`config.mk`:
```
export PLATFORM = sky130hd
export DESIGN_NAME = packet_deframer_crc32_check_unit
export DESIGN_NICKNAME = d
export VERILOG_FILES = /design/src/rtl/pdc_pkg.sv /design/src/rtl/pdc_front.sv /design/src/rtl/pdc_queue.sv /design/src/rtl/pdc_back.sv /design/src/rtl/packet_deframer_crc32_check_unit.sv
export SDC_FILE = /design/constraint.sdc
export NUM_CORES = 1
export LEC_CHECK = 0
export BUFFER_PORTS_ARGS = -buffer_cell sky130_fd_sc_hd__buf_2
export CAP_MARGIN = 20
export CORE_ASPECT_RATIO = 1.25
export CORE_UTILIZATION = 35
export CTS_CLUSTER_DIAMETER = 100
export CTS_CLUSTER_SIZE = 28
export DETAILED_ROUTE_END_ITERATION = 12
export GPL_TIMING_DRIVEN = 0
export PLACE_DENSITY = 0.61
export SLEW_MARGIN = 20
export SYNTH_ARGS = -nofsm -noshare
export SYNTH_HDL_FRONTEND = slang
export SYNTH_SLANG_ARGS = --single-unit
```
`constraint.sdc`:
```
create_clock -name clock -period 9.1 [get_ports clock]
set_input_delay 0.455 -clock clock [delete_from_list [all_inputs] [get_ports clock]]
set_output_delay 0.455 -clock clock [all_outputs]
set_load 0.05 [all_outputs]
```
`src/rtl/pdc_pkg.sv`:
```
// Shared types, constants and the CRC-32 byte update for the packet deframer.
// No dependencies; every other file of the block imports this package.
`timescale 1ns / 1ps

package pdc_pkg;

   localparam int BYTE_W       = 8;
   localparam int COUNT_W      = 11;
   localparam int HDR_DEPTH    = 12;
   localparam int MAX_PAYLOAD  = 512;
   localparam int LEN_W        = 16;
   localparam int SEQ_W        = 8;
   localparam int TS_W         = 32;
   localparam int TYPE_W       = 2;
   localparam int WIN_W        = 5;
   localparam int STATUS_W     = 3;
   localparam int CSR_INDEX_W  = 3;
   localparam int CSR_DATA_W   = 5;
   localparam int RSP_DATA_W   = 80;

   localparam logic [COUNT_W-1:0] COUNT_MAX   = 11'd2047;
   localparam logic [COUNT_W-1:0] ACK_MIN_N   = 11'd10;
   localparam logic [COUNT_W-1:0] DATA_MIN_N  = 11'd12;
   localparam logic [COUNT_W-1:0] PAYLOAD_IDX = 11'd12;
   localparam logic [COUNT_W-1:0] PCRC_IDX    = 11'd16;
   localparam logic [COUNT_W-1:0] HCRC_END    = 11'd8;
   localparam logic [COUNT_W-1:0] ACK_CRC_IDX = 11'd5;
   localparam logic [LEN_W:0]     FRAME_OVH   = 17'd16;
   localparam logic [BYTE_W-1:0]  TR_MASK     = 8'h20;

   localparam logic [31:0] CRC_POLY = 32'hEDB88320;
   localparam logic [31:0] CRC_INIT = 32'hFFFFFFFF;

   // queue between front and back
   localparam int QDEPTH = 2;
   localparam int QPTR_W = $clog2(QDEPTH);
   localparam int QCNT_W = $clog2(QDEPTH + 1);

   // register indexes
   localparam logic [CSR_INDEX_W-1:0] CSR_MAX_WINDOW = 3'd0;
   localparam logic [CSR_INDEX_W-1:0] CSR_DATA_TYPE  = 3'd1;
   localparam logic [CSR_INDEX_W-1:0] CSR_ACK_TYPE   = 3'd2;
   localparam logic [CSR_INDEX_W-1:0] CSR_NACK_TYPE  = 3'd3;
   localparam logic [CSR_INDEX_W-1:0] CSR_MASK_TR    = 3'd4;

   // summary status codes
   localparam logic [STATUS_W-1:0] ST_OK        = 3'd0;
   localparam logic [STATUS_W-1:0] ST_NO_HEADER = 3'd1;
   localparam logic [STATUS_W-1:0] ST_INCONSIST = 3'd2;
   localparam logic [STATUS_W-1:0] ST_BAD_TYPE  = 3'd3;
   localparam logic [STATUS_W-1:0] ST_BAD_WIN   = 3'd4;
   localparam logic [STATUS_W-1:0] ST_BAD_LEN   = 3'd5;
   localparam logic [STATUS_W-1:0] ST_BAD_CRC   = 3'd6;

   // one result as classified by the front end
   typedef struct packed {
      logic                summary;      // 0 payload byte, 1 end-of-packet summary
      logic [BYTE_W-1:0]   payload_byte;
      logic [TYPE_W-1:0]   pkt_type;
      logic                truncated;
      logic [WIN_W-1:0]    window;
      logic [LEN_W-1:0]    payload_length;
      logic [SEQ_W-1:0]    seqnum;
      logic [TS_W-1:0]     timestamp;
      logic                is_data;
      logic                is_ack;
      logic                short_ack;
      logic                short_data;
      logic                win_bad;
      logic                len_bad;
      logic                data_hcrc_bad;
      logic                ack_hcrc_bad;
      logic                pcrc_bad;
   } pdc_item_type;

   function automatic logic [31:0] crc32_byte(input logic [31:0] crc,
                                              input logic [BYTE_W-1:0] data);
      logic [31:0] c;
      c = crc ^ {24'b0, data};
      for (int k = 0; k < BYTE_W; k++) begin
         c = c[0] ? ((c >> 1) ^ CRC_POLY) : (c >> 1);
      end
      return c;
   endfunction

endpackage

```
`src/rtl/pdc_front.sv`:
```
// Front end: configuration registers, byte capture, running CRCs and classification.
// Depends on pdc_pkg; pushes one pdc_item_type per result into the queue.
`timescale 1ns / 1ps

module pdc_front
   import pdc_pkg::*;
#(
   parameter int MAX_PAYLOAD_LEN = MAX_PAYLOAD
)
(
   input  logic                   clock,
   input  logic                   reset,
   input  logic                   csr_we,
   input  logic [CSR_INDEX_W-1:0] csr_index,
   input  logic [CSR_DATA_W-1:0]  csr_wdata,
   input  logic                   in_valid,
   output logic                   in_ready,
   input  logic [BYTE_W-1:0]      in_byte,
   input  logic                   in_last,
   output logic                   push_valid,
   input  logic                   push_ready,
   output pdc_item_type           push_item
);

   logic [WIN_W-1:0]   max_window_ff;
   logic [TYPE_W-1:0]  data_code_ff;
   logic [TYPE_W-1:0]  ack_code_ff;
   logic [TYPE_W-1:0]  nack_code_ff;
   logic               mask_tr_ff;

   logic [COUNT_W-1:0] count_ff, count_in;
   logic [BYTE_W-1:0]  hdr_ff [HDR_DEPTH];
   logic [BYTE_W-1:0]  hdr_in [HDR_DEPTH];
   logic [31:0]        hcrc_ff, hcrc_in;
   logic [31:0]        crc6_ff, crc6_in;
   logic [31:0]        pcrc_ff, pcrc_in;
   logic [31:0]        trail_ff, trail_in;

   logic               accept;
   logic [BYTE_W-1:0]  crc_byte;
   logic [31:0]        hcrc_next;
   logic [TYPE_W-1:0]  ptype;
   logic               is_data, is_ack;
   logic [LEN_W-1:0]   length;

   always_ff @(posedge clock) begin
      if (reset) begin
         max_window_ff <= 5'd31;
         data_code_ff  <= 2'd1;
         ack_code_ff   <= 2'd2;
         nack_code_ff  <= 2'd3;
         mask_tr_ff    <= 1'b0;
      end else if (csr_we) begin
         case (csr_index)
            CSR_MAX_WINDOW: max_window_ff <= csr_wdata[WIN_W-1:0];
            CSR_DATA_TYPE:  data_code_ff  <= csr_wdata[TYPE_W-1:0];
            CSR_ACK_TYPE:   ack_code_ff   <= csr_wdata[TYPE_W-1:0];
            CSR_NACK_TYPE:  nack_code_ff  <= csr_wdata[TYPE_W-1:0];
            CSR_MASK_TR:    mask_tr_ff    <= csr_wdata[0];
            default: ;
         endcase
      end
   end

   assign accept   = in_valid && push_ready;
   assign in_ready = push_ready;

   assign count_in  = (count_ff == COUNT_MAX) ? count_ff : count_ff + 1'b1;
   assign crc_byte  = (count_ff == '0 && mask_tr_ff) ? (in_byte & ~TR_MASK) : in_byte;
   assign hcrc_next = crc32_byte(hcrc_ff, crc_byte);

   // header bytes with the current byte already in place
   always_comb begin
      for (int i = 0; i < HDR_DEPTH; i++) begin
         hdr_in[i] = (count_ff == COUNT_W'(i)) ? in_byte : hdr_ff[i];
      end
   end

   assign ptype   = hdr_in[0][7:6];
   assign is_data = (ptype == data_code_ff);
   assign is_ack  = (ptype == ack_code_ff) || (ptype == nack_code_ff);
   assign length  = is_data ? {hdr_in[1], hdr_in[2]} : '0;

   always_comb begin
      hcrc_in  = (count_ff < HCRC_END) ? hcrc_next : hcrc_ff;
      crc6_in  = (count_ff == ACK_CRC_IDX) ? hcrc_next : crc6_ff;
      pcrc_in  = pcrc_ff;
      trail_in = trail_ff;
      if (count_ff >= PAYLOAD_IDX) begin
         // the byte four places back leaves the trailer window into the payload CRC
         if (count_ff >= PCRC_IDX) begin
            pcrc_in = crc32_byte(pcrc_ff, trail_ff[31:24]);
         end
         trail_in = {trail_ff[23:0], in_byte};
      end
   end

   always_comb begin
      push_item                = '0;
      push_item.summary        = in_last;
      push_valid               = in_valid && (in_last || (count_ff >= PAYLOAD_IDX && is_data));
      if (!in_last) begin
         push_item.payload_byte = in_byte;
      end else begin
         push_item.pkt_type       = ptype;
         push_item.truncated      = hdr_in[0][5];
         push_item.window         = hdr_in[0][4:0];
         push_item.payload_length = length;
         if (is_data) begin
            push_item.seqnum    = hdr_in[3];
            push_item.timestamp = {hdr_in[7], hdr_in[6], hdr_in[5], hdr_in[4]};
         end else if (is_ack) begin
            push_item.seqnum    = hdr_in[1];
            push_item.timestamp = {hdr_in[5], hdr_in[4], hdr_in[3], hdr_in[2]};
         end
         push_item.is_data       = is_data;
         push_item.is_ack        = is_ack;
         push_item.short_ack     = count_in < ACK_MIN_N;
         push_item.short_data    = count_in < DATA_MIN_N;
         push_item.win_bad       = hdr_in[0][4:0] > max_window_ff;
         push_item.len_bad       = (({1'b0, length} + FRAME_OVH) != {6'b0, count_in})
                                   || ({1'b0, length} > (LEN_W + 1)'(MAX_PAYLOAD_LEN));
         push_item.data_hcrc_bad = (hcrc_ff ^ CRC_INIT)
                                   != {hdr_in[8], hdr_in[9], hdr_in[10], hdr_in[11]};
         push_item.ack_hcrc_bad  = (crc6_ff ^ CRC_INIT)
                                   != {hdr_in[6], hdr_in[7], hdr_in[8], hdr_in[9]};
         push_item.pcrc_bad      = (length != '0) && ((pcrc_in ^ CRC_INIT) != trail_in);
      end
   end

   always_ff @(posedge clock) begin
      if (reset || (accept && in_last)) begin
         count_ff <= '0;
         hcrc_ff  <= CRC_INIT;
         crc6_ff  <= CRC_INIT;
         pcrc_ff  <= CRC_INIT;
         trail_ff <= '0;
         for (int i = 0; i < HDR_DEPTH; i++) begin
            hdr_ff[i] <= '0;
         end
      end else if (accept) begin
         count_ff <= count_in;
         hcrc_ff  <= hcrc_in;
         crc6_ff  <= crc6_in;
         pcrc_ff  <= pcrc_in;
         trail_ff <= trail_in;
         for (int i = 0; i < HDR_DEPTH; i++) begin
            hdr_ff[i] <= hdr_in[i];
         end
      end
   end

endmodule

```
`src/rtl/pdc_queue.sv`:
```
// Short queue of classified results between the front and back ends.
// Depends on pdc_pkg for the item type and depth.
`timescale 1ns / 1ps

module pdc_queue
   import pdc_pkg::*;
(
   input  logic          clock,
   input  logic          reset,
   input  logic          push_valid,
   output logic          push_ready,
   input  pdc_item_type  push_item,
   output logic          pop_valid,
   input  logic          pop_ready,
   output pdc_item_type  pop_item
);

   pdc_item_type       mem_ff [QDEPTH];
   logic [QPTR_W-1:0]  wr_ptr_ff, rd_ptr_ff;
   logic [QCNT_W-1:0]  count_ff;
   logic               do_push, do_pop;

   assign push_ready = (count_ff != QCNT_W'(QDEPTH));
   assign pop_valid  = (count_ff != '0);
   assign pop_item   = mem_ff[rd_ptr_ff];
   assign do_push    = push_valid && push_ready;
   assign do_pop     = pop_valid && pop_ready;

   always_ff @(posedge clock) begin
      if (do_push) begin
         mem_ff[wr_ptr_ff] <= push_item;
      end
   end

   always_ff @(posedge clock) begin
      if (reset) begin
         wr_ptr_ff <= '0;
         rd_ptr_ff <= '0;
         count_ff  <= '0;
      end else begin
         if (do_push) begin
            wr_ptr_ff <= (wr_ptr_ff == QPTR_W'(QDEPTH - 1)) ? '0 : wr_ptr_ff + 1'b1;
         end
         if (do_pop) begin
            rd_ptr_ff <= (rd_ptr_ff == QPTR_W'(QDEPTH - 1)) ? '0 : rd_ptr_ff + 1'b1;
         end
         if (do_push && !do_pop) begin
            count_ff <= count_ff + 1'b1;
         end else if (do_pop && !do_push) begin
            count_ff <= count_ff - 1'b1;
         end
      end
   end

endmodule

```
`src/rtl/pdc_back.sv`:
```
// Back end: resolves the summary status in check order and holds the output register.
// Depends on pdc_pkg; drains the queue into the rsp_ stream.
`timescale 1ns / 1ps

module pdc_back
   import pdc_pkg::*;
(
   input  logic                  clock,
   input  logic                  reset,
   input  logic                  pop_valid,
   output logic                  pop_ready,
   input  pdc_item_type          pop_item,
   output logic                  rsp_tvalid,
   input  logic                  rsp_tready,
   output logic [RSP_DATA_W-1:0] rsp_tdata,
   output logic                  rsp_tuser
);

   logic                  rsp_valid_ff;
   logic                  rsp_kind_ff, rsp_kind_in;
   logic [RSP_DATA_W-1:0] rsp_data_ff, rsp_data_in;
   logic [STATUS_W-1:0]   status;

   assign pop_ready = !rsp_valid_ff || rsp_tready;

   always_comb begin
      if (!pop_item.summary) begin
         status = ST_OK;
      end else if (pop_item.is_ack && pop_item.short_ack) begin
         status = ST_NO_HEADER;
      end else if (pop_item.is_data && pop_item.short_data) begin
         status = ST_NO_HEADER;
      end else if (!pop_item.is_data && pop_item.truncated) begin
         status = ST_INCONSIST;
      end else if (!pop_item.is_data && !pop_item.is_ack) begin
         status = ST_BAD_TYPE;
      end else if (pop_item.win_bad) begin
         status = ST_BAD_WIN;
      end else if (pop_item.is_data) begin
         if (pop_item.len_bad) begin
            status = ST_BAD_LEN;
         end else if (pop_item.data_hcrc_bad || pop_item.pcrc_bad) begin
            status = ST_BAD_CRC;
         end else begin
            status = ST_OK;
         end
      end else if (pop_item.ack_hcrc_bad) begin
         status = ST_BAD_CRC;
      end else begin
         status = ST_OK;
      end
   end

   assign rsp_kind_in = pop_item.summary;
   assign rsp_data_in = {5'b0, pop_item.timestamp, pop_item.seqnum, pop_item.payload_length,
                         pop_item.window, pop_item.truncated, pop_item.pkt_type, status,
                         pop_item.payload_byte};

   always_ff @(posedge clock) begin
      if (reset) begin
         rsp_valid_ff <= 1'b0;
      end else if (pop_ready) begin
         rsp_valid_ff <= pop_valid;
      end
   end

   always_ff @(posedge clock) begin
      if (pop_ready && pop_valid) begin
         rsp_kind_ff <= rsp_kind_in;
         rsp_data_ff <= rsp_data_in;
      end
   end

   assign rsp_tvalid = rsp_valid_ff;
   assign rsp_tuser  = rsp_kind_ff;
   assign rsp_tdata  = rsp_data_ff;

endmodule

```
`src/rtl/packet_deframer_crc32_check_unit.sv`:
```
// Top level of the packet deframer with header and payload CRC-32 checks.
// Depends on pdc_pkg, pdc_front, pdc_queue and pdc_back.
`timescale 1ns / 1ps

// Takes a received packet one byte per transaction on req_ (tlast on the final
// byte) and sustains one byte per clock while the queue has room. Payload bytes
// of a data packet (index 12 on, trailer included, final byte excluded) are
// forwarded with tuser 0; the final byte yields one summary with tuser 1
// carrying status and header fields. The front end updates the running CRC-32s
// and classifies combinationally, then a two-entry queue and the back end's
// output register hold each result, so either side can stall independently.
// The user must write registers through csr_ only between packets (unenforced).

module packet_deframer_crc32_check_unit
   import pdc_pkg::*;
#(
   parameter int MAX_PAYLOAD_LEN = MAX_PAYLOAD
)
(
   input  logic                   clock,
   input  logic                   reset,
   input  logic                   csr_we,
   input  logic [CSR_INDEX_W-1:0] csr_index,
   input  logic [CSR_DATA_W-1:0]  csr_wdata,
   input  logic                   req_tvalid,
   output logic                   req_tready,
   input  logic [BYTE_W-1:0]      req_tdata,   // [7:0] in_byte
   input  logic                   req_tlast,
   output logic                   rsp_tvalid,
   input  logic                   rsp_tready,
   // [7:0] payload_byte, [10:8] status, [12:11] pkt_type, [13] truncated,
   // [18:14] window, [34:19] payload_length, [42:35] seqnum, [74:43] timestamp
   output logic [RSP_DATA_W-1:0]  rsp_tdata,
   output logic                   rsp_tuser    // [0] kind
);

   logic         push_valid, push_ready;
   pdc_item_type push_item;
   logic         pop_valid, pop_ready;
   pdc_item_type pop_item;

   pdc_front #(
      .MAX_PAYLOAD_LEN (MAX_PAYLOAD_LEN)
   ) u_front (
      .clock      (clock),
      .reset      (reset),
      .csr_we     (csr_we),
      .csr_index  (csr_index),
      .csr_wdata  (csr_wdata),
      .in_valid   (req_tvalid),
      .in_ready   (req_tready),
      .in_byte    (req_tdata),
      .in_last    (req_tlast),
      .push_valid (push_valid),
      .push_ready (push_ready),
      .push_item  (push_item)
   );

   pdc_queue u_queue (
      .clock      (clock),
      .reset      (reset),
      .push_valid (push_valid),
      .push_ready (push_ready),
      .push_item  (push_item),
      .pop_valid  (pop_valid),
      .pop_ready  (pop_ready),
      .pop_item   (pop_item)
   );

   pdc_back u_back (
      .clock      (clock),
      .reset      (reset),
      .pop_valid  (pop_valid),
      .pop_ready  (pop_ready),
      .pop_item   (pop_item),
      .rsp_tvalid (rsp_tvalid),
      .rsp_tready (rsp_tready),
      .rsp_tdata  (rsp_tdata),
      .rsp_tuser  (rsp_tuser)
   );

endmodule
```
==> results of run 1 <==
==> worst max-delay path: cells and delay by family (launching register included) <==
kind,cells,cell delay (ns)
buffers and inverters,10,2.08
multiplexers,1,0.73
AND/OR/NAND/NOR,3,0.68
AO/OA/AOI/OAI,1,0.41
flip-flops,1,0.38
adder cells (fa/ha/maj),1,0.22
==> metrics by stage <==
stage | setup WS [ns] | cells | area [um^2] | power, mW
floorplan | 1.24 | 1905 | 23400 | 4.59
global placement | -2.23 | 2856 | 24900 | 5.20
detailed placement | 4.35 | 2869 | 25100 | 5.22
CTS | 4.29 | 2906 | 25700 | 6.35
global route | 4.06 | 2906 | 25700 | 6.59
finish | 4.28 | 2906 | 25700 | 6.31
==> layout by cell type, fill, tap and decap left out, types with 25 or more instances in the layout <==
cell type / count
a21oi_1: 61
mux2i_1: 127
nand3_1: 35
a22o_1: 34
clkbuf_1: 107
nand2_1: 109
nor2_1: 191
o21ai_0: 29
xnor3_1: 25
o211ai_1: 53
dfxtp_1: 157
mux2_2: 79
xnor2_1: 132
o22ai_1: 49
buf_2: 112
xor2_1: 92
edfxtp_1: 336
==> worst paths after layout <==
path | to | startpoint | cells past startpoint | slack (ns)
worst max-delay path | u_queue.mem_ff[0][26] | u_front.count_ff[0] | 16 | 4.28
worst min-delay path | u_front.max_window_ff[2] | csr_wdata[2] | 2 | 0.12
worst max register to register | u_queue.mem_ff[0][26] | u_front.count_ff[0] | 16 | 4.28
worst min register to register | u_front.crc6_ff[1] | u_front.crc6_ff[1] | 2 | 0.49
==> cell families after synthesis <==
| kind of cell | synth area share |
|---|---|
| AOI/OAI and AO/OA | 0.0942 |
| and+or+nand+nor | 0.0930 |
| adders and majority gates | 0.00589 |
| xor gates and xnor gates | 0.120 |
| DFF | 0.567 |
| other | 0.000161 |
| buffers and inverters | 0.0261 |
| muxes | 0.0941 |
==> Yosys cell counts (14+ instances only) <==
master / instances / area (um^2)
a21oi_1: 61 / 305
a22o_1: 34 / 298
buf_2: 17 / 85.1
clkbuf_1: 93 / 349
dfxtp_1: 157 / 3140
edfxtp_1: 336 / 10100
inv_1: 22 / 82.6
mux2_2: 79 / 890
mux2i_1: 127 / 1270
nand2_1: 109 / 409
nand3_1: 35 / 175
nand4_1: 18 / 113
nor2_1: 191 / 717
nor2b_1: 20 / 125
nor3_1: 14 / 70.1
nor4_1: 22 / 138
o211ai_1: 53 / 398
o21ai_0: 29 / 145
o22ai_1: 49 / 307
xnor2_1: 132 / 1160
xnor3_1: 25 / 563
xor2_1: 92 / 806
==> power by group through the flow <==
stage / Clock [mW] / Combinational [mW] / Sequential, mW
2_1_floorplan: 0 / 1.15 / 3.44
3_3_place_gp: 0 / 2.15 / 3.05
3_5_place_dp: 0 / 2.21 / 3.02
4_1_cts: 1.17 / 2.21 / 2.97
5_1_grt: 1.24 / 2.36 / 2.99
6_report: 1.14 / 2.21 / 2.96
==> final cells by class <==
type / count / area share
Clock buffer: 36 / 0.0226
Buffer: 122 / 0.0203
Tap cell: 856 / 0.0417
Clock inverter: 1 / 0.000633
Multi-Input combinational cell: 1266 / 0.371
Inverter: 24 / 0.00380
Sequential cell: 493 / 0.515
Timing Repair Buffer: 108 / 0.0251
==> per-layer routing <==
layer,up-vias,GRT usage,routed length [um]
met2,512,0.351,34100
met4,4,0.0791,2820
met3,123,0.0150,2860
met5,-,0,27
met1,7715,0.238,26500
li1,7214,-,-
==> state kept, by name, summed over array words and instances, names as in the netlist, 5 cells and up, named ones only <==
signal and count:
u_front.pcrc_ff 32, u_back.rsp_tdata 75, u_front.count_ff 11, u_queue.mem_ff 164, u_front.hcrc_ff 32, u_front.max_window_ff 5
u_front.trail_ff 32, u_front.hdr_ff 96, u_front.crc6_ff 32
==> flow_metrics.tcl, run 1 <==
set metrics [dict create \
    status "completed" \
    hold_viol 0 \
    drive_gt1_frac 0.129 \
    drtIter0Drc 1208 \
    fin_crit_sh 0.529 \
    synth_cell_types 81 \
    p_per_area_nw_per_um2 246 \
    power.switching_mw 2.39 \
    grt_start_max_net_pins 71 \
    cts_inserted_buffers 21 \
    synthToLayoutAreaGrowth_pct 10.0 \
    grt_overflow 0 \
    endpoint_kind "flop" \
    regArea_um2 13200 \
    critical_path_class "flop to flop" \
    vdd_drop_max_v 0.000174 \
    slew_violations 0 \
    grt_pass1_vias 15748 \
    min_period_ns 4.82 \
    synth_area_um2 23400 \
    htree_levels 1 \
    async_flop_share 0 \
    arrival_ns 5.13 \
    ant_nets 0 \
    core_area_um2 65800 \
    fillers 6267 \
    critical_path.cell_chain "inv_1, ha_1, nor3b_1, nand3_1, buf_2, mux2i_1, inv_1, a21oi_1, nor3_2, buf_4, buf_4, buf_4, buf_4, buf_4, buf_4, buf_4" \
    vias_per_cell 5.36 \
    vias 15568 \
    pwr-share-seq 0.469 \
    crit_required_ns 9.41 \
    worst_path_most_repeated_cell "buf_4" \
    cts_tree "done" \
    hold_slack_ns 0.124 \
    hp-class "input pin to flop" \
    cp_max_fo 10 \
    finalSetupTns_ns 0 \
    clk_path_buf_depth 3 \
    finalNetCount 2069 \
    ys_seq_area_frac 0.567 \
    p_comb_frac 0.350 \
    dp_hpwl_um 48800 \
    cap_viol_max_count 0 \
    syn_area_per_cell_um2 12.3 \
    fmax_mhz 208 \
    ys_warn_count 0 \
    start_kind "flop" \
    initial_core_util 0.355 \
    postCtsSetupBuffers 0 \
    antenna_cells 0 \
    slew_headroom 0.164 \
    dr.pass1.iters 5 \
    clkLatencyLatePin_ns 0.58 \
    finClkSkew_ns 0.0371 \
    cts_root_buf "clkbuf_16" \
    p_clk_frac 0.181 \
    die_y_um 291 \
    intPower_mw 3.92 \
    gp_congestion 0.934 \
    drc_errors 0 \
    utilization 0.390 \
    port_buffers 95 \
    multi_input_area_um2 9530 \
    cts_hold_buf 0 \
    finalSetupViolCount 0 \
    synth_seq_cells 493 \
    max_stage_delay_ns 0.73 \
    die_area_um2 67800 \
    grt_util_all_layers 0.195 \
    core.rowCount 105 \
    crit_slowest_cell "mux2i_1" \
    clk_pin_slew_ns 0.12 \
    grt_pass1_wl_um 99700 \
    wl_per_cell_um 22.8 \
    rsz0062_at_grt "no" \
    routed_wl_um 66300 \
    syn_inst 1901 \
    sw_frac_of_total 0.378 \
    cts_sinks 493 \
    synth_enable_flop_cells 336 \
    ctsResizeCount 0 \
    die_w_um 233 \
    num_io_pins 105 \
    tightestPinTransition_ns 1.25 \
    antenna_found_initial 3 \
    yosys_most_used_dff "edfxtp_1" \
    p_leak_nw 9.81 \
]
No activity file was read; power rests on OpenSTA's default activity.
==> inputs of run 2 (changes only) <==
--- a/config.mk
+++ b/config.mk
@@ -13,7 +13,7 @@
 export CTS_CLUSTER_SIZE = 28
 export DETAILED_ROUTE_END_ITERATION = 12
 export GPL_TIMING_DRIVEN = 0
-export PLACE_DENSITY = 0.61
+export PLACE_DENSITY = 0.63
 export SLEW_MARGIN = 20
 export SYNTH_ARGS = -nofsm -noshare
 export SYNTH_HDL_FRONTEND = slang
==> constraint.sdc (replaced) <==
create_clock -name clock -period 3.9 [get_ports clock]
set_input_delay 0.195 -clock clock [delete_from_list [all_inputs] [get_ports clock]]
set_output_delay 0.195 -clock clock [all_outputs]
set_load 0.05 [all_outputs]
==> run 2 against run 1 <==
Utilization grew 0.28 points. Global-route usage shrank 0.33 points. Combinational power grew 130%. Via count grew 0.58%. Worst setup slack lost 4.3 ns. Clock power grew 130%. Non-clock buffer count grew 4. Fmax grew 25%. Sequential cell count is the same. Cell count grew 0.14%. Largest cell class unchanged. Highest routed layer unchanged.
==> flow_metrics.tcl, run 2 (synthesis results as in run 1) <==
set metrics [dict create \
    critical_path.top_delay_family "simple AND/OR/NAND/NOR gates" \
    drc_errors 0 \
    htree_levels 1 \
    pre_cts_ws_ns -0.284 \
    top_register "u_queue.mem_ff" \
    dp_hpwl_um 48100 \
    slew_violations 0 \
    finalNetCount 2073 \
    slew_headroom 0.182 \
    cts_sinks 493 \
    wl_per_cell_um 22.5 \
    p_per_area_nw_per_um2 567 \
    p_comb_frac 0.349 \
    pwr-share-seq 0.471 \
    drtIter0Drc 1056 \
    cts_root_buf "clkbuf_16" \
    gp_congestion 0.947 \
    antenna_found_initial 3 \
    layout_commonest_cell "edfxtp_1" \
    tightestPinTransition_ns 1.23 \
    clk_pin_slew_ns 0.12 \
    grt_util_all_layers 0.192 \
    cts_tree "done" \
    fin_ws_ns 0.0324 \
    clkLatencyLatePin_ns 0.58 \
    cap_viol_max_count 0 \
    arrival_ns 4.14 \
    endpoint_kind "flop" \
    routed_wl_um 65400 \
    grt_overflow 0 \
    antenna_cells 0 \
    die_y_um 291 \
    drive_gt1_frac 0.134 \
    finalSetupViolCount 0 \
    cts_inserted_buffers 21 \
    synthToLayoutAreaGrowth_pct 10.8 \
    grt_pass1_wl_um 98600 \
    crit_required_ns 4.18 \
    p_clk_frac 0.180 \
    port_buffers 95 \
    critical_path.cell_chain "buf_6, or4_4, buf_6, nor2_4, clkbuf_1, nand3_1, mux2i_1, o22ai_1" \
    cp.buffers_inverters 3 \
    dr.pass1.iters 5 \
    initial_core_util 0.355 \
    postCtsSetupBuffers 0 \
    worst_path_most_repeated_cell "buf_6" \
    cp_max_fo 10 \
    finClkSkew_ns 0.0240 \
    power.switching_mw 5.50 \
    status "completed" \
    hold_viol 0 \
    vias 15658 \
    p_leak_nw 9.85 \
    grt_start_max_net_pins 78 \
    fin_crit_sh 0.992 \
    num_io_pins 105 \
    ant_nets 0 \
    intPower_mw 9.17 \
    hp-class "input pin to flop" \
    clk_path_buf_depth 3 \
    min_period_ns 3.87 \
    crit_slowest_cell "nand3_1" \
    max_stage_delay_ns 0.64 \
    final_cell_mix "edfxtp_1 (336), nor2_1 (191), dfxtp_1 (157), xnor2_1 (132), mux2i_1 (124)" \
    core.rowCount 105 \
    rsz0062_at_grt "yes" \
    critical_path_class "flop to flop" \
    sw_frac_of_total 0.375 \
    vdd_drop_max_v 0.000364 \
    core_area_um2 65800 \
    largest_register_ffs 164 \
    die_area_um2 67800 \
    grt_pass1_vias 15725 \
    vias_per_cell 5.38 \
    finalSetupTns_ns 0 \
    start_kind "flop" \
    fmax_mhz 259 \
    die_w_um 233 \
]
## run 2: layout make-up
| cell class | instances | area (um^2) |
|---|---|---|
| well taps | 856 | 1070 |
| clock inverters | 1 | 16.3 |
| flip-flops and latches | 493 | 13200 |
| inverters | 24 | 97.6 |
| fillers | 6226 | 39900 |
| repair buffers | 113 | 729 |
| clock buffers | 36 | 582 |
| plain buffers | 121 | 536 |
| multi-input cells | 1266 | 9620 |
## run 2: through the flow
step	utilization	hold WS, ns	total power, mW	std cells	instance area [um^2]
2_1_floorplan	-	0.294	10.7	1905	23400
3_3_place_gp	0.379	0.441	12.0	2856	25000
3_5_place_dp	0.382	0.452	12.1	2864	25100
4_1_cts	0.393	0.00777	14.8	2910	25800
5_1_grt	0.393	0.0129	15.3	2910	25900
6_report	0.393	0.0364	14.7	2910	25900
## run 2: power by group through the flow
stage          clock network, mW  logic, mW  registers [mW]
6_report                    2.64       5.12            6.92
5_1_grt                     2.88       5.47            6.98
4_1_cts                     2.71       5.14            6.93
3_5_place_dp                   0       5.10            7.05
3_3_place_gp                   0       4.97            7.08
2_1_floorplan                  0       2.70            8.01
## run 2: path summary, 6_finish.rpt
path,from,end,slack (ns),depth (start not counted)
setup / recovery,u_front.count_ff[6],u_queue.mem_ff[1][20],0.03,8
setup reg to reg,u_front.count_ff[6],u_queue.mem_ff[1][20],0.03,8
hold reg to reg,u_front.crc6_ff[1],u_front.crc6_ff[1],0.49,2
hold / removal,csr_index[0],u_front.ack_code_ff[0],0.04,3
## run 2: worst register-to-register path, stage by stage (launching register included)
cell,delay (ns)
dfxtp_1,0.34
buf_6,0.14
or4_4,0.53
buf_6,0.17
nor2_4,0.29
clkbuf_1,0.61
nand3_1,0.64
mux2i_1,0.65
o22ai_1,0.22
## run 2: routing by layer
metal,vias up,wire length [um],global-route usage
met5,-,41,0
met3,166,3190,0.0202
li1,7221,-,-
met4,6,3620,0.0950
met1,7716,25500,0.227
met2,549,33100,0.340
## run 2: repair_timing
action	4_1_cts	5_1_grt
gates cloned	0	0
resized for setup	5	11
endpoints found under the hold margin	12	0
endpoints found under the setup margin	4	17
hold buffers	10	0
